--- src/rtl/ufdc_pkg.sv ---
// ----------------------------------------------------------------------------
// ufdc_pkg
// Shared constants, result codes and controller/datapath signal groups for
// the serial frame deframer with checksum.
// ----------------------------------------------------------------------------
package ufdc_pkg;

    localparam int unsigned MAX_FRAME_BYTES_DEF = 64;

    // Width of the configuration register index, wide enough to see writes
    // beyond the register list.
    localparam int unsigned CFG_IDX_W = 8;

    // Width used for length and count comparisons.
    localparam int unsigned CMP_W = 10;

    localparam logic [CFG_IDX_W-1:0] REG_START_CODE  = CFG_IDX_W'(0);
    localparam logic [CFG_IDX_W-1:0] REG_PARTNER_ACK = CFG_IDX_W'(1);
    localparam logic [CFG_IDX_W-1:0] REG_GOOD_REPLY  = CFG_IDX_W'(2);
    localparam logic [CFG_IDX_W-1:0] REG_BAD_REPLY   = CFG_IDX_W'(3);

    localparam logic [7:0] START_CODE_RST  = 8'd46;
    localparam logic [7:0] PARTNER_ACK_RST = 8'hFF;
    localparam logic [7:0] GOOD_REPLY_RST  = 8'hFF;
    localparam logic [7:0] BAD_REPLY_RST   = 8'hF0;

    localparam logic [7:0] SUM_INVERT = 8'hFF;

    localparam logic [1:0] KIND_BYTE = 2'd0;
    localparam logic [1:0] KIND_ERR  = 2'd1;
    localparam logic [1:0] KIND_ACK  = 2'd2;

    typedef struct packed {
        logic capture;
        logic start_frame;
        logic store;
        logic add_sum;
        logic load_len;
        logic rd_clear;
        logic rd_issue;
        logic out_byte;
        logic out_err;
        logic out_ack;
    } ufdc_cmd_t;

    typedef struct packed {
        logic is_start;
        logic is_ack;
        logic oversize;
        logic rx_zero;
        logic payload_done;
        logic sum_match;
        logic rd_last;
        logic out_free;
    } ufdc_stat_t;

endpackage

--- src/rtl/ufdc_rx_if.sv ---
// ----------------------------------------------------------------------------
// ufdc_rx_if
// Received byte channel with valid/ready handshake.
// ----------------------------------------------------------------------------
interface ufdc_rx_if;
    logic       valid;
    logic       ready;
    logic [7:0] rx_byte;

    modport source (output valid, output rx_byte, input ready);
    modport sink (input valid, input rx_byte, output ready);
endinterface

--- src/rtl/ufdc_res_if.sv ---
// ----------------------------------------------------------------------------
// ufdc_res_if
// Result channel with valid/ready handshake.
// ----------------------------------------------------------------------------
interface ufdc_res_if;
    logic       valid;
    logic       ready;
    logic [1:0] kind;
    logic [7:0] frame_data;
    logic       last;
    logic       ack_seen;
    logic       reply_valid;
    logic [7:0] reply_byte;

    modport source (output valid, output kind, output frame_data, output last,
                    output ack_seen, output reply_valid, output reply_byte,
                    input ready);
    modport sink (input valid, input kind, input frame_data, input last,
                  input ack_seen, input reply_valid, input reply_byte,
                  output ready);
endinterface

--- src/rtl/ufdc_cfg_if.sv ---
// ----------------------------------------------------------------------------
// ufdc_cfg_if
// Configuration register write channel with valid/ready handshake.
// ----------------------------------------------------------------------------
interface ufdc_cfg_if import ufdc_pkg::*; ();
    logic                 valid;
    logic                 ready;
    logic [CFG_IDX_W-1:0] index;
    logic [7:0]           data;

    modport source (output valid, output index, output data, input ready);
    modport sink (input valid, input index, input data, output ready);
endinterface

--- src/rtl/ufdc_dpath.sv ---
// ----------------------------------------------------------------------------
// ufdc_dpath
// Deframer datapath: configuration registers, frame store, byte count,
// running checksum, replay read port and the result output register.
// ----------------------------------------------------------------------------
module ufdc_dpath import ufdc_pkg::*; #(
    parameter int unsigned MAX_FRAME_BYTES = MAX_FRAME_BYTES_DEF
) (
    input  logic                 clk,
    input  logic                 rst_n,
    input  ufdc_cmd_t            cmd,
    output ufdc_stat_t           stat,
    input  logic [7:0]           rx_byte,
    input  logic                 cfg_valid,
    input  logic [CFG_IDX_W-1:0] cfg_index,
    input  logic [7:0]           cfg_data,
    input  logic                 res_ready,
    output logic                 res_valid,
    output logic [1:0]           kind,
    output logic [7:0]           frame_data,
    output logic                 last,
    output logic                 ack_seen,
    output logic                 reply_valid,
    output logic [7:0]           reply_byte
);

    localparam int unsigned AW = $clog2(MAX_FRAME_BYTES);
    localparam int unsigned CW = $clog2(MAX_FRAME_BYTES + 1);

    logic [7:0]    start_code_reg;
    logic [7:0]    partner_ack_reg;
    logic [7:0]    good_reply_reg;
    logic [7:0]    bad_reply_reg;

    logic [7:0]    rx_reg;
    logic [CW-1:0] count_reg;
    logic [CW-1:0] count_next;
    logic [7:0]    len_reg;
    logic [7:0]    len_next;
    logic [7:0]    sum_reg;
    logic [7:0]    sum_next;
    logic [AW-1:0] rd_idx_reg;
    logic [AW-1:0] rd_idx_next;
    logic [7:0]    rd_data_reg;

    logic [7:0]    frame_mem [MAX_FRAME_BYTES];
    logic [AW-1:0] wr_addr;

    logic          out_valid_reg;
    logic          out_valid_next;
    logic          out_load;
    logic [1:0]    kind_reg;
    logic [7:0]    data_reg;
    logic          last_reg;
    logic          ack_reg;
    logic          rv_reg;
    logic [7:0]    rb_reg;

    // Configuration registers.
    always_ff @(posedge clk or negedge rst_n)
    begin
        if (!rst_n)
        begin
            start_code_reg  <= START_CODE_RST;
            partner_ack_reg <= PARTNER_ACK_RST;
            good_reply_reg  <= GOOD_REPLY_RST;
            bad_reply_reg   <= BAD_REPLY_RST;
        end
        else if (cfg_valid)
        begin
            case (cfg_index)
                REG_START_CODE:  start_code_reg  <= cfg_data;
                REG_PARTNER_ACK: partner_ack_reg <= cfg_data;
                REG_GOOD_REPLY:  good_reply_reg  <= cfg_data;
                REG_BAD_REPLY:   bad_reply_reg   <= cfg_data;
                default:         ;
            endcase
        end
    end

    // Frame bookkeeping.
    always_comb
    begin
        count_next  = count_reg;
        len_next    = len_reg;
        sum_next    = sum_reg;
        rd_idx_next = rd_idx_reg;
        if (cmd.start_frame)
        begin
            count_next = CW'(1);
            len_next   = 8'd0;
            sum_next   = 8'd0;
        end
        else
        begin
            if (cmd.store)
            begin
                count_next = count_reg + CW'(1);
            end
            if (cmd.add_sum)
            begin
                sum_next = sum_reg + rx_reg;
            end
            if (cmd.load_len)
            begin
                len_next = rx_reg;
            end
        end
        if (cmd.rd_clear)
        begin
            rd_idx_next = '0;
        end
        else if (cmd.out_byte)
        begin
            rd_idx_next = rd_idx_reg + AW'(1);
        end
    end

    always_ff @(posedge clk or negedge rst_n)
    begin
        if (!rst_n)
        begin
            count_reg  <= '0;
            len_reg    <= 8'd0;
            sum_reg    <= 8'd0;
            rd_idx_reg <= '0;
        end
        else
        begin
            count_reg  <= count_next;
            len_reg    <= len_next;
            sum_reg    <= sum_next;
            rd_idx_reg <= rd_idx_next;
        end
    end

    always_ff @(posedge clk)
    begin
        if (cmd.capture)
        begin
            rx_reg <= rx_byte;
        end
    end

    // The count never reaches the store depth while a byte is being stored,
    // because oversize frames are dropped on the length byte.
    assign wr_addr = cmd.start_frame ? '0 : count_reg[AW-1:0];

    always_ff @(posedge clk)
    begin
        if (cmd.store)
        begin
            frame_mem[wr_addr] <= rx_reg;
        end
        if (cmd.rd_issue)
        begin
            rd_data_reg <= frame_mem[rd_idx_reg];
        end
    end

    // Result output register.
    assign out_load = cmd.out_byte | cmd.out_err | cmd.out_ack;

    always_comb
    begin
        out_valid_next = out_valid_reg;
        if (out_load)
        begin
            out_valid_next = 1'b1;
        end
        else if (res_ready)
        begin
            out_valid_next = 1'b0;
        end
    end

    always_ff @(posedge clk or negedge rst_n)
    begin
        if (!rst_n)
        begin
            out_valid_reg <= 1'b0;
        end
        else
        begin
            out_valid_reg <= out_valid_next;
        end
    end

    always_ff @(posedge clk)
    begin
        if (out_load)
        begin
            ack_reg <= stat.is_ack;
            if (cmd.out_byte)
            begin
                kind_reg <= KIND_BYTE;
                data_reg <= rd_data_reg;
                last_reg <= stat.rd_last;
                rv_reg   <= stat.rd_last;
                rb_reg   <= stat.rd_last ? good_reply_reg : 8'd0;
            end
            else if (cmd.out_err)
            begin
                kind_reg <= KIND_ERR;
                data_reg <= 8'd0;
                last_reg <= 1'b1;
                rv_reg   <= 1'b1;
                rb_reg   <= bad_reply_reg;
            end
            else
            begin
                kind_reg <= KIND_ACK;
                data_reg <= 8'd0;
                last_reg <= 1'b1;
                rv_reg   <= 1'b0;
                rb_reg   <= 8'd0;
            end
        end
    end

    // Status towards the controller.
    assign stat.is_start     = (rx_reg == start_code_reg);
    assign stat.is_ack       = (rx_reg == partner_ack_reg);
    assign stat.oversize     = (CMP_W'(rx_reg) + CMP_W'(4)) > CMP_W'(MAX_FRAME_BYTES);
    assign stat.rx_zero      = (rx_reg == 8'd0);
    assign stat.payload_done = (CMP_W'(count_reg) + CMP_W'(1)) >= (CMP_W'(len_reg) + CMP_W'(3));
    assign stat.sum_match    = ((sum_reg ^ SUM_INVERT) == rx_reg);
    assign stat.rd_last      = ((CW'(rd_idx_reg) + CW'(1)) == count_reg);
    assign stat.out_free     = !out_valid_reg || res_ready;

    assign res_valid   = out_valid_reg;
    assign kind        = kind_reg;
    assign frame_data  = data_reg;
    assign last        = last_reg;
    assign ack_seen    = ack_reg;
    assign reply_valid = rv_reg;
    assign reply_byte  = rb_reg;

endmodule

--- src/rtl/ufdc_ctrl.sv ---
// ----------------------------------------------------------------------------
// ufdc_ctrl
// Deframer controller: the frame parsing phase and the sequencer that takes
// one byte, evaluates it and issues its results.
// ----------------------------------------------------------------------------
module ufdc_ctrl import ufdc_pkg::*; (
    input  logic       clk,
    input  logic       rst_n,
    input  logic       in_valid,
    output logic       in_ready,
    input  ufdc_stat_t stat,
    output ufdc_cmd_t  cmd
);

    localparam logic [2:0] PH_HUNT    = 3'd0;
    localparam logic [2:0] PH_TYPE    = 3'd1;
    localparam logic [2:0] PH_LEN     = 3'd2;
    localparam logic [2:0] PH_PAYLOAD = 3'd3;
    localparam logic [2:0] PH_CHECK   = 3'd4;

    localparam logic [2:0] ST_IDLE = 3'd0;
    localparam logic [2:0] ST_EVAL = 3'd1;
    localparam logic [2:0] ST_ERR  = 3'd2;
    localparam logic [2:0] ST_ACK  = 3'd3;
    localparam logic [2:0] ST_RD   = 3'd4;
    localparam logic [2:0] ST_WR   = 3'd5;

    logic [2:0] phase_reg;
    logic [2:0] phase_next;
    logic [2:0] state_reg;
    logic [2:0] state_next;
    logic       replay;
    logic       bad_sum;

    assign in_ready = (state_reg == ST_IDLE);

    always_comb
    begin
        cmd        = '0;
        phase_next = phase_reg;
        state_next = state_reg;
        replay     = 1'b0;
        bad_sum    = 1'b0;
        case (state_reg)
            ST_IDLE:
            begin
                if (in_valid)
                begin
                    cmd.capture = 1'b1;
                    state_next  = ST_EVAL;
                end
            end
            ST_EVAL:
            begin
                case (phase_reg)
                    PH_HUNT:
                    begin
                        if (stat.is_start)
                        begin
                            cmd.start_frame = 1'b1;
                            cmd.store       = 1'b1;
                            phase_next      = PH_TYPE;
                        end
                    end
                    PH_TYPE:
                    begin
                        cmd.store   = 1'b1;
                        cmd.add_sum = 1'b1;
                        phase_next  = PH_LEN;
                    end
                    PH_LEN:
                    begin
                        cmd.load_len = 1'b1;
                        if (stat.oversize)
                        begin
                            phase_next = PH_HUNT;
                        end
                        else
                        begin
                            cmd.store   = 1'b1;
                            cmd.add_sum = 1'b1;
                            phase_next  = stat.rx_zero ? PH_CHECK : PH_PAYLOAD;
                        end
                    end
                    PH_PAYLOAD:
                    begin
                        cmd.store   = 1'b1;
                        cmd.add_sum = 1'b1;
                        if (stat.payload_done)
                        begin
                            phase_next = PH_CHECK;
                        end
                    end
                    default:
                    begin
                        // Checksum byte: it is stored so that the replay
                        // includes it.
                        cmd.store  = 1'b1;
                        phase_next = PH_HUNT;
                        replay     = stat.sum_match;
                        bad_sum    = !stat.sum_match;
                    end
                endcase
                if (replay)
                begin
                    cmd.rd_clear = 1'b1;
                    state_next   = ST_RD;
                end
                else if (bad_sum)
                begin
                    state_next = ST_ERR;
                end
                else if (stat.is_ack)
                begin
                    state_next = ST_ACK;
                end
                else
                begin
                    state_next = ST_IDLE;
                end
            end
            ST_ERR:
            begin
                if (stat.out_free)
                begin
                    cmd.out_err = 1'b1;
                    state_next  = ST_IDLE;
                end
            end
            ST_ACK:
            begin
                if (stat.out_free)
                begin
                    cmd.out_ack = 1'b1;
                    state_next  = ST_IDLE;
                end
            end
            ST_RD:
            begin
                cmd.rd_issue = 1'b1;
                state_next   = ST_WR;
            end
            ST_WR:
            begin
                if (stat.out_free)
                begin
                    cmd.out_byte = 1'b1;
                    state_next   = stat.rd_last ? ST_IDLE : ST_RD;
                end
            end
            default:
            begin
                state_next = ST_IDLE;
            end
        endcase
    end

    always_ff @(posedge clk or negedge rst_n)
    begin
        if (!rst_n)
        begin
            phase_reg <= PH_HUNT;
            state_reg <= ST_IDLE;
        end
        else
        begin
            phase_reg <= phase_next;
            state_reg <= state_next;
        end
    end

endmodule

--- src/rtl/uart_frame_deframer_checksum.sv ---
// ----------------------------------------------------------------------------
// uart_frame_deframer_checksum
// Hunts for a start code, collects type, length, payload and checksum bytes,
// replays a good frame byte by byte and reports checksum errors and
// acknowledge bytes.
// ----------------------------------------------------------------------------
// A byte is captured into a register and evaluated in the next cycle; a result
// is then loaded into the result register from the error, acknowledge or
// replay states once the result side is free. Replay reads each byte of a
// frame through the registered read port of the frame store and then outputs
// it, and the replay waits whenever the result side stalls.
// Reset is asynchronous and active low; the frame store needs no clearing pass.
// ----------------------------------------------------------------------------
module uart_frame_deframer_checksum import ufdc_pkg::*; #(
    parameter int unsigned MAX_FRAME_BYTES = MAX_FRAME_BYTES_DEF
) (
    input logic       clk,
    input logic       rst_n,
    ufdc_rx_if.sink   rx,
    ufdc_res_if.source res,
    ufdc_cfg_if.sink  cfg
);

    ufdc_cmd_t  cmd;
    ufdc_stat_t stat;

    assign cfg.ready = 1'b1;

    ufdc_ctrl u_ctrl (
        .clk      (clk),
        .rst_n    (rst_n),
        .in_valid (rx.valid),
        .in_ready (rx.ready),
        .stat     (stat),
        .cmd      (cmd)
    );

    ufdc_dpath #(
        .MAX_FRAME_BYTES (MAX_FRAME_BYTES)
    ) u_dpath (
        .clk         (clk),
        .rst_n       (rst_n),
        .cmd         (cmd),
        .stat        (stat),
        .rx_byte     (rx.rx_byte),
        .cfg_valid   (cfg.valid),
        .cfg_index   (cfg.index),
        .cfg_data    (cfg.data),
        .res_ready   (res.ready),
        .res_valid   (res.valid),
        .kind        (res.kind),
        .frame_data  (res.frame_data),
        .last        (res.last),
        .ack_seen    (res.ack_seen),
        .reply_valid (res.reply_valid),
        .reply_byte  (res.reply_byte)
    );

    // Only one byte is in work at a time.
    a_one_byte_at_a_time: assert property (@(posedge clk) disable iff (!rst_n)
        rx.valid && rx.ready |=> !rx.ready)
        else $error("input taken while a byte is still being evaluated");

    a_ack_only_result: assert property (@(posedge clk) disable iff (!rst_n)
        res.valid && (res.kind == KIND_ACK) |->
            res.ack_seen && res.last && !res.reply_valid)
        else $error("acknowledge result with wrong flags");

    a_error_result: assert property (@(posedge clk) disable iff (!rst_n)
        res.valid && (res.kind == KIND_ERR) |-> res.reply_valid && res.last)
        else $error("checksum error result without a reply");

    a_reply_is_final: assert property (@(posedge clk) disable iff (!rst_n)
        res.valid && res.reply_valid |-> res.last)
        else $error("reply requested on a result that is not the final one");

endmodule
--- src/flat_wrapper.sv ---
// flat-port wrapper written by rule: the top's interface ports become plain ports
module uart_frame_deframer_checksum_flat import ufdc_pkg::*;
#(
    parameter int unsigned MAX_FRAME_BYTES = MAX_FRAME_BYTES_DEF
)
  (clk, rst_n, rx_valid, rx_rx_byte, rx_ready, res_valid, res_kind, res_frame_data, res_last, res_ack_seen, res_reply_valid, res_reply_byte, res_ready, cfg_valid, cfg_index, cfg_data, cfg_ready);
  ufdc_rx_if rx_i ();
  ufdc_res_if res_i ();
  ufdc_cfg_if cfg_i ();
  input logic clk;
  input logic rst_n;
  input wire logic [$bits(rx_i.valid)-1:0] rx_valid;
  input wire logic [$bits(rx_i.rx_byte)-1:0] rx_rx_byte;
  output wire logic [$bits(rx_i.ready)-1:0] rx_ready;
  output wire logic [$bits(res_i.valid)-1:0] res_valid;
  output wire logic [$bits(res_i.kind)-1:0] res_kind;
  output wire logic [$bits(res_i.frame_data)-1:0] res_frame_data;
  output wire logic [$bits(res_i.last)-1:0] res_last;
  output wire logic [$bits(res_i.ack_seen)-1:0] res_ack_seen;
  output wire logic [$bits(res_i.reply_valid)-1:0] res_reply_valid;
  output wire logic [$bits(res_i.reply_byte)-1:0] res_reply_byte;
  input wire logic [$bits(res_i.ready)-1:0] res_ready;
  input wire logic [$bits(cfg_i.valid)-1:0] cfg_valid;
  input wire logic [$bits(cfg_i.index)-1:0] cfg_index;
  input wire logic [$bits(cfg_i.data)-1:0] cfg_data;
  output wire logic [$bits(cfg_i.ready)-1:0] cfg_ready;
  assign rx_i.valid = rx_valid;
  assign rx_i.rx_byte = rx_rx_byte;
  assign rx_ready = rx_i.ready;
  assign res_valid = res_i.valid;
  assign res_kind = res_i.kind;
  assign res_frame_data = res_i.frame_data;
  assign res_last = res_i.last;
  assign res_ack_seen = res_i.ack_seen;
  assign res_reply_valid = res_i.reply_valid;
  assign res_reply_byte = res_i.reply_byte;
  assign res_i.ready = res_ready;
  assign cfg_i.valid = cfg_valid;
  assign cfg_i.index = cfg_index;
  assign cfg_i.data = cfg_data;
  assign cfg_ready = cfg_i.ready;
  uart_frame_deframer_checksum #(.MAX_FRAME_BYTES(MAX_FRAME_BYTES)) u_core (.clk(clk), .rst_n(rst_n), .rx(rx_i), .res(res_i), .cfg(cfg_i));
endmodule
--- config.mk ---
export PLATFORM = sky130hd
export DESIGN_NAME = uart_frame_deframer_checksum_flat
export DESIGN_NICKNAME = d
export VERILOG_FILES = /design/src/rtl/ufdc_pkg.sv /design/src/rtl/ufdc_rx_if.sv /design/src/rtl/ufdc_res_if.sv /design/src/rtl/ufdc_cfg_if.sv /design/src/rtl/ufdc_dpath.sv /design/src/rtl/ufdc_ctrl.sv /design/src/rtl/uart_frame_deframer_checksum.sv /design/src/flat_wrapper.sv
export SDC_FILE = /design/constraint.sdc
export NUM_CORES = 1
export LEC_CHECK = 0
export BUFFER_PORTS_ARGS = -buffer_cell sky130_fd_sc_hd__buf_4
export CORE_MARGIN = 2
export CORE_UTILIZATION = 60
export CTS_CLUSTER_DIAMETER = 100
export CTS_CLUSTER_SIZE = 30
export DETAILED_ROUTE_END_ITERATION = 16
export HOLD_SLACK_MARGIN = 0.08
export PLACE_DENSITY_LB_ADDON = 0.25
export SYNTH_ARGS = -nofsm -noshare
export SYNTH_HDL_FRONTEND = slang
export SYNTH_SLANG_ARGS = --single-unit
export TNS_END_PERCENT = 1
--- constraint.sdc ---
create_clock -name clk -period 4.2 [get_ports clk]
set_input_delay 0.42 -clock clk [delete_from_list [all_inputs] [get_ports clk]]
set_output_delay 0.42 -clock clk [all_outputs]
set_load 0.02 [all_outputs]
==> results of run 1 <==
[layout by cell type, fill, tap and decap left out, types with 6 or more instances in the layout]
cell and n:
sky130_fd_sc_hd__ha_1 18, sky130_fd_sc_hd__nor3_1 12, sky130_fd_sc_hd__dfstp_2 24, sky130_fd_sc_hd__a22oi_1 12
sky130_fd_sc_hd__dfrtp_1 41, sky130_fd_sc_hd__edfxtp_1 549, sky130_fd_sc_hd__clkbuf_16 25, sky130_fd_sc_hd__nand2b_1 7
sky130_fd_sc_hd__clkbuf_1 11, sky130_fd_sc_hd__and2_1 13, sky130_fd_sc_hd__a21oi_1 33, sky130_fd_sc_hd__and3_1 6
sky130_fd_sc_hd__o22ai_1 17, sky130_fd_sc_hd__nand2_1 45, sky130_fd_sc_hd__nand3_1 37, sky130_fd_sc_hd__dlygate4sd3_1 13
sky130_fd_sc_hd__a22o_1 15, sky130_fd_sc_hd__buf_4 90, sky130_fd_sc_hd__inv_1 10, sky130_fd_sc_hd__mux2i_1 61
sky130_fd_sc_hd__xor2_1 19, sky130_fd_sc_hd__nand4_1 6, sky130_fd_sc_hd__nor2b_1 6, sky130_fd_sc_hd__o21ai_0 18
sky130_fd_sc_hd__mux2_2 32, sky130_fd_sc_hd__nor2_1 107, sky130_fd_sc_hd__xnor2_1 26, sky130_fd_sc_hd__mux4_2 128
[per-stage QoR]
step / hold WS (ns) / utilization (%) / setup WS, ns / cells / cell area [sq um]
after floorplan: 0.1244 / - / 0.5226 / 1376 / 25210
after global placement: 0.4699 / 63.13 / 1.001 / 1939 / 26300
after detailed placement: 0.4818 / 63.13 / 0.8476 / 1939 / 26300
after CTS: 0.08065 / 65.08 / 0.7917 / 1989 / 27110
after global routing: 0.08928 / 65.08 / 0.6278 / 1989 / 27110
final: 0.1084 / 65.08 / 0.7744 / 1989 / 27110
[synth_stat cells, types with 12 or more instances]
master                     count  area share (%)
sky130_fd_sc_hd__ha_1         18            0.89
sky130_fd_sc_hd__a21oi_1      33            0.66
sky130_fd_sc_hd__nand2_1      45            0.67
sky130_fd_sc_hd__xor2_1       19            0.66
sky130_fd_sc_hd__xnor2_1      26            0.90
sky130_fd_sc_hd__nor2_1      108             1.6
sky130_fd_sc_hd__o22ai_1      17            0.42
sky130_fd_sc_hd__edfxtp_1    549              65
sky130_fd_sc_hd__mux4_2      128              11
sky130_fd_sc_hd__a22oi_1      12            0.36
sky130_fd_sc_hd__mux2i_1      61             2.4
sky130_fd_sc_hd__nor3_1       12            0.24
sky130_fd_sc_hd__o21ai_0      18            0.36
sky130_fd_sc_hd__clkbuf_1     29            0.43
sky130_fd_sc_hd__dfrtp_1      44             4.4
sky130_fd_sc_hd__dfstp_2      24             2.5
sky130_fd_sc_hd__nand3_1      37            0.73
sky130_fd_sc_hd__buf_2        22            0.44
sky130_fd_sc_hd__mux2_2       32             1.4
sky130_fd_sc_hd__and2_1       13            0.32
sky130_fd_sc_hd__a22o_1       15            0.52
[power by group]
group,switching (mW),internal [mW]
Combinational,2.20,1.65
Clock,1.72,1.12
Sequential,0.398,7.24
[layout make-up]
class	count	area [sq um]
multi-input cells	680	6625
flip-flops and latches	617	18230
fillers	2853	14550
well taps	539	674.4
clock inverters	1	16.27
repair buffers	106	865.8
clock buffers	36	666.9
inverters	10	37.54
[routing by layer]
| metal | routed length (um) | up-vias | track usage [%] |
|---|---|---|---|
| met1 | 21990 | 6609 | 37.19 |
| met4 | 1200 | 6 | 5.788 |
| met3 | 4877 | 81 | 4.373 |
| met2 | 25550 | 621 | 39.55 |
| met5 | 34 | - | 0 |
| li1 | - | 5557 | - |
[final timing paths]
check	from	endpoint	slack, ns	depth (start not counted)
min in group asynchronous	rst_n	u_core.u_dpath.bad_reply_reg[2]$_DFFE_PN0P_	0.49	2
worst min register to register	u_core.u_dpath.sum_reg[4]$_DFFE_PN0P_	u_core.u_dpath.sum_reg[4]$_DFFE_PN0P_	0.51	2
max in group asynchronous	rst_n	u_core.u_dpath.rd_idx_reg[2]$_DFFE_PN0P_	3.07	2
worst max-delay path	u_core.u_dpath.rx_reg[6]$_DFFE_PP_	u_core.u_dpath.frame_mem[9][2]$_DFFE_PP_	0.77	7
worst min-delay path	cfg_data[5]	u_core.u_dpath.start_code_reg[5]$_DFFE_PN1P_	0.11	2
worst max register to register	u_core.u_dpath.rx_reg[6]$_DFFE_PP_	u_core.u_dpath.frame_mem[9][2]$_DFFE_PP_	0.77	7
[cell families (layout without fill, tap and decap cells)]
kind of cell	count (synthesis)	count (layout)
fa+ha+maj	19	19
flops	617	617
other cells	1	1
xor+xnor	45	45
buf+inv	79	153
simple gates	274	274
mux	221	221
compound gates	120	120
[worst max-delay path, stage by stage, from the launching register on]
cell	delay [ns]
sky130_fd_sc_hd__edfxtp_1	0.44
sky130_fd_sc_hd__buf_4	0.23
sky130_fd_sc_hd__nor3b_2	0.24
sky130_fd_sc_hd__o21a_1	0.18
sky130_fd_sc_hd__nor3_1	0.11
sky130_fd_sc_hd__nor2_1	0.67
sky130_fd_sc_hd__nand3_1	0.49
sky130_fd_sc_hd__nor2_1	0.68
==> flow_results.org, run 1 <==
** Outcome
- The flow ran to the end, and the final reports show no timing, DRC or antenna violations.

** Synth
- Synthesized instance count :: 1376
- Seq/Total Area, Yosys :: between 70 and 80%
- Total nets after synthesis :: 1424
- Distinct cell type count after synthesis :: 63
- The portion of synthesized area spent on multiplexers is between 15 and 20%.
- Xor/xnor share of the synthesized area :: between 1.5 and 2%
- After synthesis, the mean cell area works out to about 18 sq um.
- YS warnings :: 0
- Area fraction in compound gates after synthesis :: between 3 and 4%
- In this run, synthesis produced a sequential element count of 617.
- Largest family of logic cells by synthesized area :: multiplexers
- Simple-Gate Fraction of Synth Area :: under 10%
- Most used flip-flop cell after synthesis :: sky130_fd_sc_hd__edfxtp_1
- Yosys mapped a number of flops with a built-in enable equal to around 550.
- Post-synthesis async set-or-reset flop share :: ~11%
- Summing the areas of all fa, ha and maj instances in the mapped netlist gives 0.9728% of the synthesized area.
- Area of the mapped netlist :: 0.02521 sq mm

** Route
- After detailed routing, the number of vias per cell comes to roughly 6.5.
- Antenna viol nets, final :: 0
- Via count of the routed design :: about 13000
- Wires add up to ~54000 um.
- Detailed Routing Iterations Pass 1 :: 5
- In the final routed layout, each cell accounts on average for approximately 27 um.
- For this run, design rule violations remaining after detail routing come to 0.
- For this block, the initial DRC count from the detailed router was around 1500.

** Power
- The analysis attributes to cell leakage a power of 8.756 nW.
- Peak ir drop on the vdd network :: approximately 0.00030 V
- Total power consumption of the routed design :: roughly 14 mW
- In this run the power density over the cells is about 530 mW/mm^2.

** Finish
- The register with the most flip-flops in the final layout is u_core.u_dpath.frame_mem.
- The number of antenna diodes in the final layout is 0.
- Cells with a size suffix above 1 make up 22.07% of the layout.
- Number of flip-flops in the largest register :: between 500 and 600
- After the last flow step, the layout net total stands at between 1000 and 1500.
- From synthesis to final layout, the design area changed by 7.559%.

** Global route
- Largest net degree at the start of global routing :: slightly below 70
- Global routing finished with a remaining overflow of 0.
- Global-route usage over all layers :: between 20% and 30%
- The via count of the first global-routing pass came to between 10000 and 15000.
- Global-route wire length before repair :: between 80000 and 90000 um
- The initial antenna violation count came to 4.

** Clock tree
- Clock latency of the later-clocked register in the worst-skew pair :: ~0.60 ns
- Num CTS Buffers :: 24
- The number of gates resized after CTS was 0.
- Level count of the clock H-tree :: 1
- The tree is rooted in a sky130_fd_sc_hd__clkbuf_16.
- Clock slew at the register clock pins of the worst setup and hold paths :: ~0.12 ns
- Once the clock tree was built, the setup fixing pass inserted 0 buffers.
- The clock passes through at most 3 buffers.
- Sink Count :: about 620
- CTS tree :: yes
- After clock tree synthesis, the flow added hold-fix buffers numbering 13.

** Timing
- Relative slew slack :: ~27%
- For the pin with the worst max-slew slack, the measured transition is between 1 and 1.5 ns.
- The final critical path takes up 81.56% of the cycle.
- Fmax :: between 200 and 300 MHz
- The clock period could shrink to roughly 3.4 ns.
- Setup violations remaining at the end of the flow were counted as 0.
- TNS Setup :: 0 ns
- RSZ-0062 raised after global routing :: false
- Final number of max-transition violations :: 0
- For the final database, setup skew stands at 0.04306 ns.
- The hold violation count in the final report came to 0.

** Place
- At the end of routability-driven placement, the weighted congestion stood at ~0.87.
- IO buf count :: 51
- Total half-perimeter wirelength after legalization and detailed placement :: ~34000 um

** Setup path
- Category of the most critical setup path :: reg -> reg
- Crit-path max FO :: 14
- Kind of end point of the critical path :: flop
- Data required time of the critical path :: between 4 and 5 ns
- CP Launch Type :: flop
- Arrival time at the worst endpoint :: ~3.6 ns

** Die
- After floorplanning, the core was divided into 75 placement rows.
- Total die area :: about 0.044 sq mm
- From left edge to right edge, the die measures approximately 210 um.
- Once the floorplan was initialized, standard cells occupied 60.50% of the core.
- Pin placement for this block handled between 50 and 60 I/O pins.
- The die is approximately 210 um tall.
- Core Region :: roughly 0.042 sq mm

** Hold path
- The min-delay analysis places its worst path in the category in -> reg.

** Flow run
- The tool flagged a number of max-cap violations equal to 0.
Power figures use the tool's default switching activity.
==> run 2: changes to the inputs <==
==> constraint.sdc (replaced) <==
create_clock -name clk -period 3.17 [get_ports clk]
set_input_delay 0.317 -clock clk [delete_from_list [all_inputs] [get_ports clk]]
set_output_delay 0.317 -clock clk [all_outputs]
set_load 0.02 [all_outputs]
==> flow_results.org, run 2 (synthesized netlist as in run 1, its figures left out) <==
** Global route
- Summed over all layers, the global routing overflow is 0.
- Largest net degree at the start of global routing :: ~100
- Global-route wire length before repair :: roughly 82000 um
- Antenna violations before repair :: 0
- Vias in the first global route :: around 13000
- Global-route usage over all layers :: between 20% and 30%

** Setup path
- Along the worst path, the maximum fanout reaches 8.
- Category of the most critical setup path :: reg -> reg
- The slowest stage of the critical path is the sky130_fd_sc_hd__o21ai_1 cell.
- Kind of end point of the critical path :: flop
- The endpoint identified for the worst register-to-register timing path is u_core.u_dpath.frame_mem[0][3]$_DFFE_PP_.
- Top cell by count, worst path :: sky130_fd_sc_hd__nor2_1
- Launch instance of the worst register-to-register path :: u_core.u_dpath.rx_reg[2]$_DFFE_PP_
- The signal on the critical path passes through nand4_1 > o21a_1 > nor3_1 > nor2_1 > o21ai_1 > nor2_1 > buf_4.
- CP Launch Type :: flop
- Counting both buffers and inverters, the worst setup path holds a total of 1.
- Top cell family by delay on the critical path :: simple AND/OR/NAND/NOR gates
- For the worst setup path, the data arrival time is 3.28 ns.
- Reg-to-reg setup timing slack :: approximately 0.26 ns
- Highest cell delay on the worst timing path :: approximately 0.7 ns
- Data required time of the critical path :: roughly 3.5 ns
- R2R depth :: 7

** Finish
- Leaving out fill and tap cells, the most frequent cells in the layout are sky130_fd_sc_hd__edfxtp_1 (549), sky130_fd_sc_hd__buf_4 (131), sky130_fd_sc_hd__mux4_2 (128).
- At the end of the flow the core is filled with cells to between 60% and 70%.
- Fraction of layout instances using a drive strength above 1 :: 25.18%
- Top register by number of flip-flops :: u_core.u_dpath.frame_mem
- Number of antenna diodes :: 0
- Relative area change from synthesis to final layout :: 9.435%
- Most common cell after layout, fill and taps aside :: sky130_fd_sc_hd__edfxtp_1
- Number of flip-flops in the largest register :: 512
- Layout Nets :: 1535

** Clock tree
- No sink is reached through more buffers than the 3 on the longest clock path.
- The number of clock buffers added by TritonCTS is 24.
- Sink Count :: 617
- Clock-pin slew was measured on the worst setup and hold paths at 0.11 ns.
- The clock reaches the later pin of the worst-skew pair after 0.61 ns.
- The cell sitting at the root of the clock tree is a sky130_fd_sc_hd__clkbuf_16.
- CTS tree :: yes
- In this run the number of H-tree levels came out at 1.
- Once the clock tree was built, the resizer swapped 0 gates to a different size.

** Power
- Of the total power, combinational logic draws ~28%.
- Total power consumption of the routed design :: 19.21 mW
- Peak ir drop on the vdd network :: ~0.00057 V
- Areal power density over the cells :: between 600 and 700 mW/mm^2
- The internal power of the cells totals between 10 and 15 mW.
- Leak Pwr :: roughly 9 nW
- Summed over all nets, the switching power comes to slightly below 6 mW.
- The clock network accounts for roughly 20% of the total power.
- Fraction of power spent switching nets :: between 30% and 40%
- Share of total power in sequential cells :: between 50% and 60%

** Place
- Total half-perimeter wirelength after legalization and detailed placement :: 34500 um
- IO buf count :: 51
- Routability-driven placement finished with a final weighted congestion of roughly 0.86.

** Hold path
- Along the worst hold path, the cell count comes to 3.
- In this run the worst hold path is classified as in -> reg.
- The worst hold path begins at cfg_index[0].
- Hold worst-path end :: u_core.u_dpath.start_code_reg[6]$_DFFE_PN0P_

** Timing
- At the pin with the least slew margin, the transition time is 0.9169 ns.
- The final critical path takes up between 90% and 100% of the cycle.
- Relative slew slack :: roughly two fifths
- RSZ-0062 raised after global routing :: false
- Final Hold Fails :: 0
- The count of pins over their slew limit was 0.
- On the final layout, the worst clock skew is 0.03967 ns.
- Fmax :: 343.8 MHz
- For the finished layout, the period the worst path requires is between 2 and 3 ns.
- Setup violations remaining at the end of the flow were counted as 0.
- In the final timing run, aggregate negative setup slack is 0 ns.

** Route
- Violation count after the first detailed-route iteration :: around 1600
- Detailed Routing Iterations Pass 1 :: 5
- After detailed routing, the total wire length is between 50000 and 60000 um.
- Antenna viol nets, final :: 0
- Vias per std cell :: between 6 and 7
- For this run, design rule violations remaining after detail routing come to 0.
- In the final routed layout, each cell accounts on average for between 20 and 30 um.
- Via count of the routed design :: 13020

** Die
- Starting density of the core :: about three fifths
- During I/O placement, the number of pins put on the boundary was between 50 and 60.
- Total die area :: 0.04367 sq mm
- The floorplan step defined a core boundary enclosing ~0.042 sq mm.
- Measured along the y axis, the die boundary spans about 210 um.
- Horizontal die dimension :: around 210 um
- After floorplanning, the core was divided into 75 placement rows.

** Flow run
- Number of maximum-capacitance constraint violations :: 0

** Outcome
- The flow ran to the end, and the final reports show no timing, DRC or antenna violations.
[run 2: cell types whose count changed in the layout (fill, tap and decap cells not counted), moves of 2 or more]
cell                            previous run  this run
sky130_fd_sc_hd__buf_4                    90       131
sky130_fd_sc_hd__nor2_1                  107        91
sky130_fd_sc_hd__nor2_2                    2        18
sky130_fd_sc_hd__clkbuf_1                 11        18
sky130_fd_sc_hd__dlygate4sd3_1            13        18
sky130_fd_sc_hd__buf_12                    3         5
[run 2: worst max-delay path by stage]
stage	start	endpoint	slack [ns]	cells after the start
CTS	u_core.u_dpath.rx_reg[2]$_DFFE_PP_	u_core.u_dpath.frame_mem[0][3]$_DFFE_PP_	0.27	7
global placement	u_core.u_dpath.rx_reg[2]$_DFFE_PP_	u_core.u_dpath.frame_mem[0][5]$_DFFE_PP_	0.37	7
global route	u_core.u_dpath.rx_reg[2]$_DFFE_PP_	u_core.u_dpath.frame_mem[0][3]$_DFFE_PP_	0.1	7
floorplan	u_core.u_dpath.rx_reg[7]$_DFFE_PP_	u_core.u_dpath.frame_mem[12][0]$_DFFE_PP_	-0.10	9
finish	u_core.u_dpath.rx_reg[2]$_DFFE_PP_	u_core.u_dpath.frame_mem[0][3]$_DFFE_PP_	0.26	7
detailed placement	u_core.u_dpath.rx_reg[2]$_DFFE_PP_	u_core.u_dpath.frame_mem[0][7]$_DFFE_PP_	0.27	7
[run 2: layout make-up]
class                   instances  area (sq um)
clock inverters                 1         16.27
well taps                     539         674.4
clock buffers                  43         693.2
multi-input cells             680          6674
inverters                      10         37.54
fillers                      2762         14080
flip-flops and latches        617         18230
repair buffers                154          1264
[run 2: routing by layer]
layer,wire [um],GRT usage [%],up-vias,share of wire (%)
met5,0,0,-,0
met4,1240,5.739,0,2.3
met3,4131,3.922,62,7.6
met2,25990,39.61,538,48
met1,22680,38.35,6751,42
li1,-,-,5664,-
[run 2: worst reg2reg max path: cells and delay by family, from the launching register on]
kind / cells / cell delay, ns
buf+inv: 1 / 0.22
simple gates: 4 / 1.04
flops: 1 / 0.51
compound gates: 2 / 0.92
[run 2: timing repair]
action | in CTS | in global routing
hold buffers | 18 | 0
setup endpoints to repair | 0 | 0
hold endpoints to repair | 85 | 0
buffers inserted | 0 | 0
[run 2: stage by stage]
stage	hold slack (ns)	setup WS, ns	std cells	cell area (sq um)
2_1_floorplan	0.02141	-0.1042	1376	25270
3_3_place_gp	0.4669	0.3692	1982	26700
3_5_place_dp	0.4835	0.2746	1982	26700
4_1_cts	0.1448	0.2693	2044	27590
5_1_grt	0.1594	0.09839	2044	27590
6_report	0.1726	0.2616	2044	27590
[run 2: power by group through the flow]
stage / clock, mW / sequential, mW / combinational [mW]
after global placement: 0 / 10.1 / 5.30
after floorplan: 0 / 10.2 / 3.52
after detailed placement: 0 / 10.1 / 5.40
after global routing: 4.16 / 9.97 / 5.85
after CTS: 3.91 / 9.92 / 5.45
final: 3.84 / 9.93 / 5.43
==> run 3: changes to the inputs <==
--- a/config.mk
+++ b/config.mk
@@ -13,6 +13,7 @@
 export DETAILED_ROUTE_END_ITERATION = 16
 export HOLD_SLACK_MARGIN = 0.08
 export PLACE_DENSITY_LB_ADDON = 0.25
+export RECOVER_POWER = 50
 export SYNTH_ARGS = -nofsm -noshare
 export SYNTH_HDL_FRONTEND = slang
 export SYNTH_SLANG_ARGS = --single-unit
==> flow_results.org, run 3 (synthesized netlist as in run 1, its figures left out) <==
** Setup path
- Highest cell delay on the worst timing path :: 0.72 ns
- The critical path in this run is classified as reg -> reg.
- STA classifies the critical path startpoint as a flop.
- Critical-path cell list :: nand4_1 > o21a_1 > nor3_1 > nor2_1 > o21ai_1 > nor2_1 > buf_4
- Launch instance of the worst register-to-register path :: u_core.u_dpath.rx_reg[2]$_DFFE_PP_
- The most numerous cell type found on the critical path is sky130_fd_sc_hd__nor2_1.
- Crit-path max FO :: 8
- Reg-to-reg endpoint :: u_core.u_dpath.frame_mem[0][3]$_DFFE_PP_
- Kind of end point of the critical path :: flop
- CP max-delay cell :: sky130_fd_sc_hd__o21ai_1
- The kind of cell with the highest combined delay along the critical path is simple AND/OR/NAND/NOR gates.
- For the worst setup path, the data required time is around 3.5 ns.
- The worst register-to-register path has a depth of 7.
- Arrival time at the worst endpoint :: between 3 and 4 ns
- Setup slack on the worst reg-to-reg path comes out at ~0.26 ns.
- The number of buffers and inverters on the critical path is 1.

** Finish
- Filler instances :: around 2800
- Layout Nets :: approximately 1500
- Leaving out fill and tap cells, the most frequent cells in the layout are sky130_fd_sc_hd__edfxtp_1 (549), sky130_fd_sc_hd__mux4_2 (128), sky130_fd_sc_hd__buf_4 (92).
- Final std cell area, no fill :: approximately 0.027 sq mm
- Fraction of layout instances using a drive strength above 1 :: approximately a quarter
- Number of flip-flops in the largest register :: 512
- Top register by number of flip-flops :: u_core.u_dpath.frame_mem
- Relative to the synthesized area, the layout overhead comes to 8.969%.
- The library cell used most frequently in the layout, excluding fill and tap cells, is sky130_fd_sc_hd__edfxtp_1.
- The sequential cells in the finished layout cover a total of approximately 0.018 sq mm.
- Area of the multi-input gates :: approximately 0.0067 sq mm
- The repair_antennas step left the layout with diodes totalling 0.

** Power
- Cell-internal power :: about 13 mW
- Net switching is a little under a third of the power.
- For this design the ratio of total power to cell area is approximately 700 mW/mm^2.
- Per report_power, the sequential group accounts for 51.9% of the total.
- Of the total power, the clock network draws around 20%.
- For this design the static power due to leakage is between 8 and 9 nW.
- The completed layout was analyzed and its total power is 19.16 mW.
- Combinational cells account for between 20% and 30% of the total power.
- Reported net switching power :: 5.771 mW
- IR analysis of the VDD net gives a maximum drop of 0.0005682 V.

** Global route
- Entering global routing, the biggest net connects 98 pins.
- Global-route usage over all layers :: ~25%
- The via count of the first global-routing pass is 12890.
- The initial antenna violation count is 0.
- The first global-routing pass estimated 81920 um of wire.
- Global-route congestion overflow total :: 0

** Die
- Number of placement rows :: between 70 and 80
- Core Region :: 0.04167 sq mm
- The floorplan step defined a die boundary enclosing 0.04367 sq mm.
- In this run the vertical extent of the chip is around 210 um.
- For this design the top-level I/O count stands at 53.
- For this configuration, the core starts out at a cell density of ~60%.
- The die is 209.0 um wide.

** Place
- During placement, the flow inserted port buffers numbering 51.
- Routability-driven placement finished with a final weighted congestion of 0.8569.
- Post-detailed-placement cell area :: approximately 0.027 sq mm
- The HPWL after detailed placement is 34500 um.

** Timing
- Counting I/O delays and the setup requirement, the final critical path takes slightly below 3 ns.
- Setup violations remaining at the end of the flow were counted as 0.
- In the finished design, the share of the clock period the worst path needs comes to 91.66%.
- Final Hold Fails :: 0
- Fmax :: about 340 MHz
- RSZ-0062 raised after global routing :: false
- The count of pins over their slew limit came to about 140.
- In this run the tightest slew margin relative to its limit is -18.69%.
- Across all hold checks on the routed design, the worst slack comes to between 0.15 and 0.2 ns.
- Transition at the pin with the smallest max-transition slack :: 1.780 ns
- Final Skew :: just over 0.04 ns

** Route
- Detailed Routing Iterations Pass 1 :: 5
- The routed layout has ~13000 vias.
- Dividing the detail-routed via count by the number of cells gives between 6 and 7.
- Wires add up to between 50000 and 60000 um.
- After detailed routing, the number of remaining DRC violations is 0.
- Mean routed wirelength per cell :: 26.33 um
- The detail route stage leaves a number of antenna-violating nets equal to 0.
- For this block, the initial DRC count from the detailed router was 1625.

** Clock tree
- For this design, the sink count on the clock tree is between 600 and 700.
- Clock latency of the later-clocked register in the worst-skew pair :: between 0.6 and 0.7 ns
- The tree is rooted in a sky130_fd_sc_hd__clkbuf_16.
- Number of post-CTS setup repair buffers :: 0
- CTS built an H-tree with a depth of 1.
- CTS tree :: yes
- After clock tree synthesis, the clock-pin slew on the worst setup and hold paths is ~0.11 ns.
- No sink is reached through more buffers than the 3 on the longest clock path.
- Num CTS Buffers :: 24

** Flow run
- Number of maximum-capacitance constraint violations :: 2

** Hold path
- The tightest min-delay check is of the in -> reg type.
- WHS Path Cells :: 3
- Hold worst-path end :: u_core.u_dpath.start_code_reg[0]$_DFFE_PN0P_
- Critical hold path startpoint :: cfg_index[0]

** Outcome
- Violated checks :: max-capacitance violations, max-slew violations
- The run finished, with violations left.
## run 3: changes by cell type in the layout (fill, tap and decap cells not counted), sizes merged
cell    delta
clkbuf    +39
buf       -39
## run 3: cell type report
type	count	share of cell area, %
clock buffer	43	2.523
clock inverter	1	0.05921
tap	539	2.455
timing repair buffer	154	4.195
multi-input combinational	680	24.27
inverter	10	0.1366
sequential	617	66.36
## run 3: repair_timing
action,4_1_cts,5_1_grt
resized for setup,0,0
hold endpoints to repair,85,0
hold buffers,18,0
## run 3: power groups by stage
stage	logic, mW	registers [mW]	clock network, mW
2_1_floorplan	3.52	10.2	0
4_1_cts	5.45	9.92	3.91
6_report	5.39	9.94	3.84
3_5_place_dp	5.40	10.1	0
5_1_grt	5.81	9.99	4.16
3_3_place_gp	5.30	10.1	0
## run 3: stage by stage
stage / setup TNS (ns) / utilization, % / std cells / setup slack, ns
2_1_floorplan: -13.55 / - / 1376 / -0.1042
3_3_place_gp: 0 / 64.08 / 1982 / 0.3692
3_5_place_dp: 0 / 64.08 / 1982 / 0.2746
4_1_cts: 0 / 66.21 / 2044 / 0.2693
5_1_grt: 0 / 65.93 / 2044 / 0.09968
6_report: 0 / 65.93 / 2044 / 0.2644
## run 3: worst max path at each step
stage	start	endpoint	slack [ns]	cells after the start
floorplan	u_core.u_dpath.rx_reg[7]$_DFFE_PP_	u_core.u_dpath.frame_mem[12][0]$_DFFE_PP_	-0.10	9
global placement	u_core.u_dpath.rx_reg[2]$_DFFE_PP_	u_core.u_dpath.frame_mem[0][5]$_DFFE_PP_	0.37	7
detailed placement	u_core.u_dpath.rx_reg[2]$_DFFE_PP_	u_core.u_dpath.frame_mem[0][7]$_DFFE_PP_	0.27	7
CTS	u_core.u_dpath.rx_reg[2]$_DFFE_PP_	u_core.u_dpath.frame_mem[0][3]$_DFFE_PP_	0.27	7
global route	u_core.u_dpath.rx_reg[2]$_DFFE_PP_	u_core.u_dpath.frame_mem[0][3]$_DFFE_PP_	0.1	7
finish	u_core.u_dpath.rx_reg[2]$_DFFE_PP_	u_core.u_dpath.frame_mem[0][3]$_DFFE_PP_	0.26	7
## run 3: worst reg2reg max path, cell delays in order, from the launching register on
cell	delay, ns
sky130_fd_sc_hd__edfxtp_1	0.51
sky130_fd_sc_hd__nand4_1	0.19
sky130_fd_sc_hd__o21a_1	0.22
sky130_fd_sc_hd__nor3_1	0.54
sky130_fd_sc_hd__nor2_1	0.11
sky130_fd_sc_hd__o21ai_1	0.72
sky130_fd_sc_hd__nor2_1	0.18
sky130_fd_sc_hd__buf_4	0.22
## run 3: layer usage
layer / vias up / routed length (um) / track usage, %
li1: 5666 / - / -
met1: 6714 / 22450 / 38.35
met2: 554 / 25820 / 39.61
met3: 68 / 4261 / 3.922
met4: 0 / 1302 / 5.739
met5: - / 0 / 0
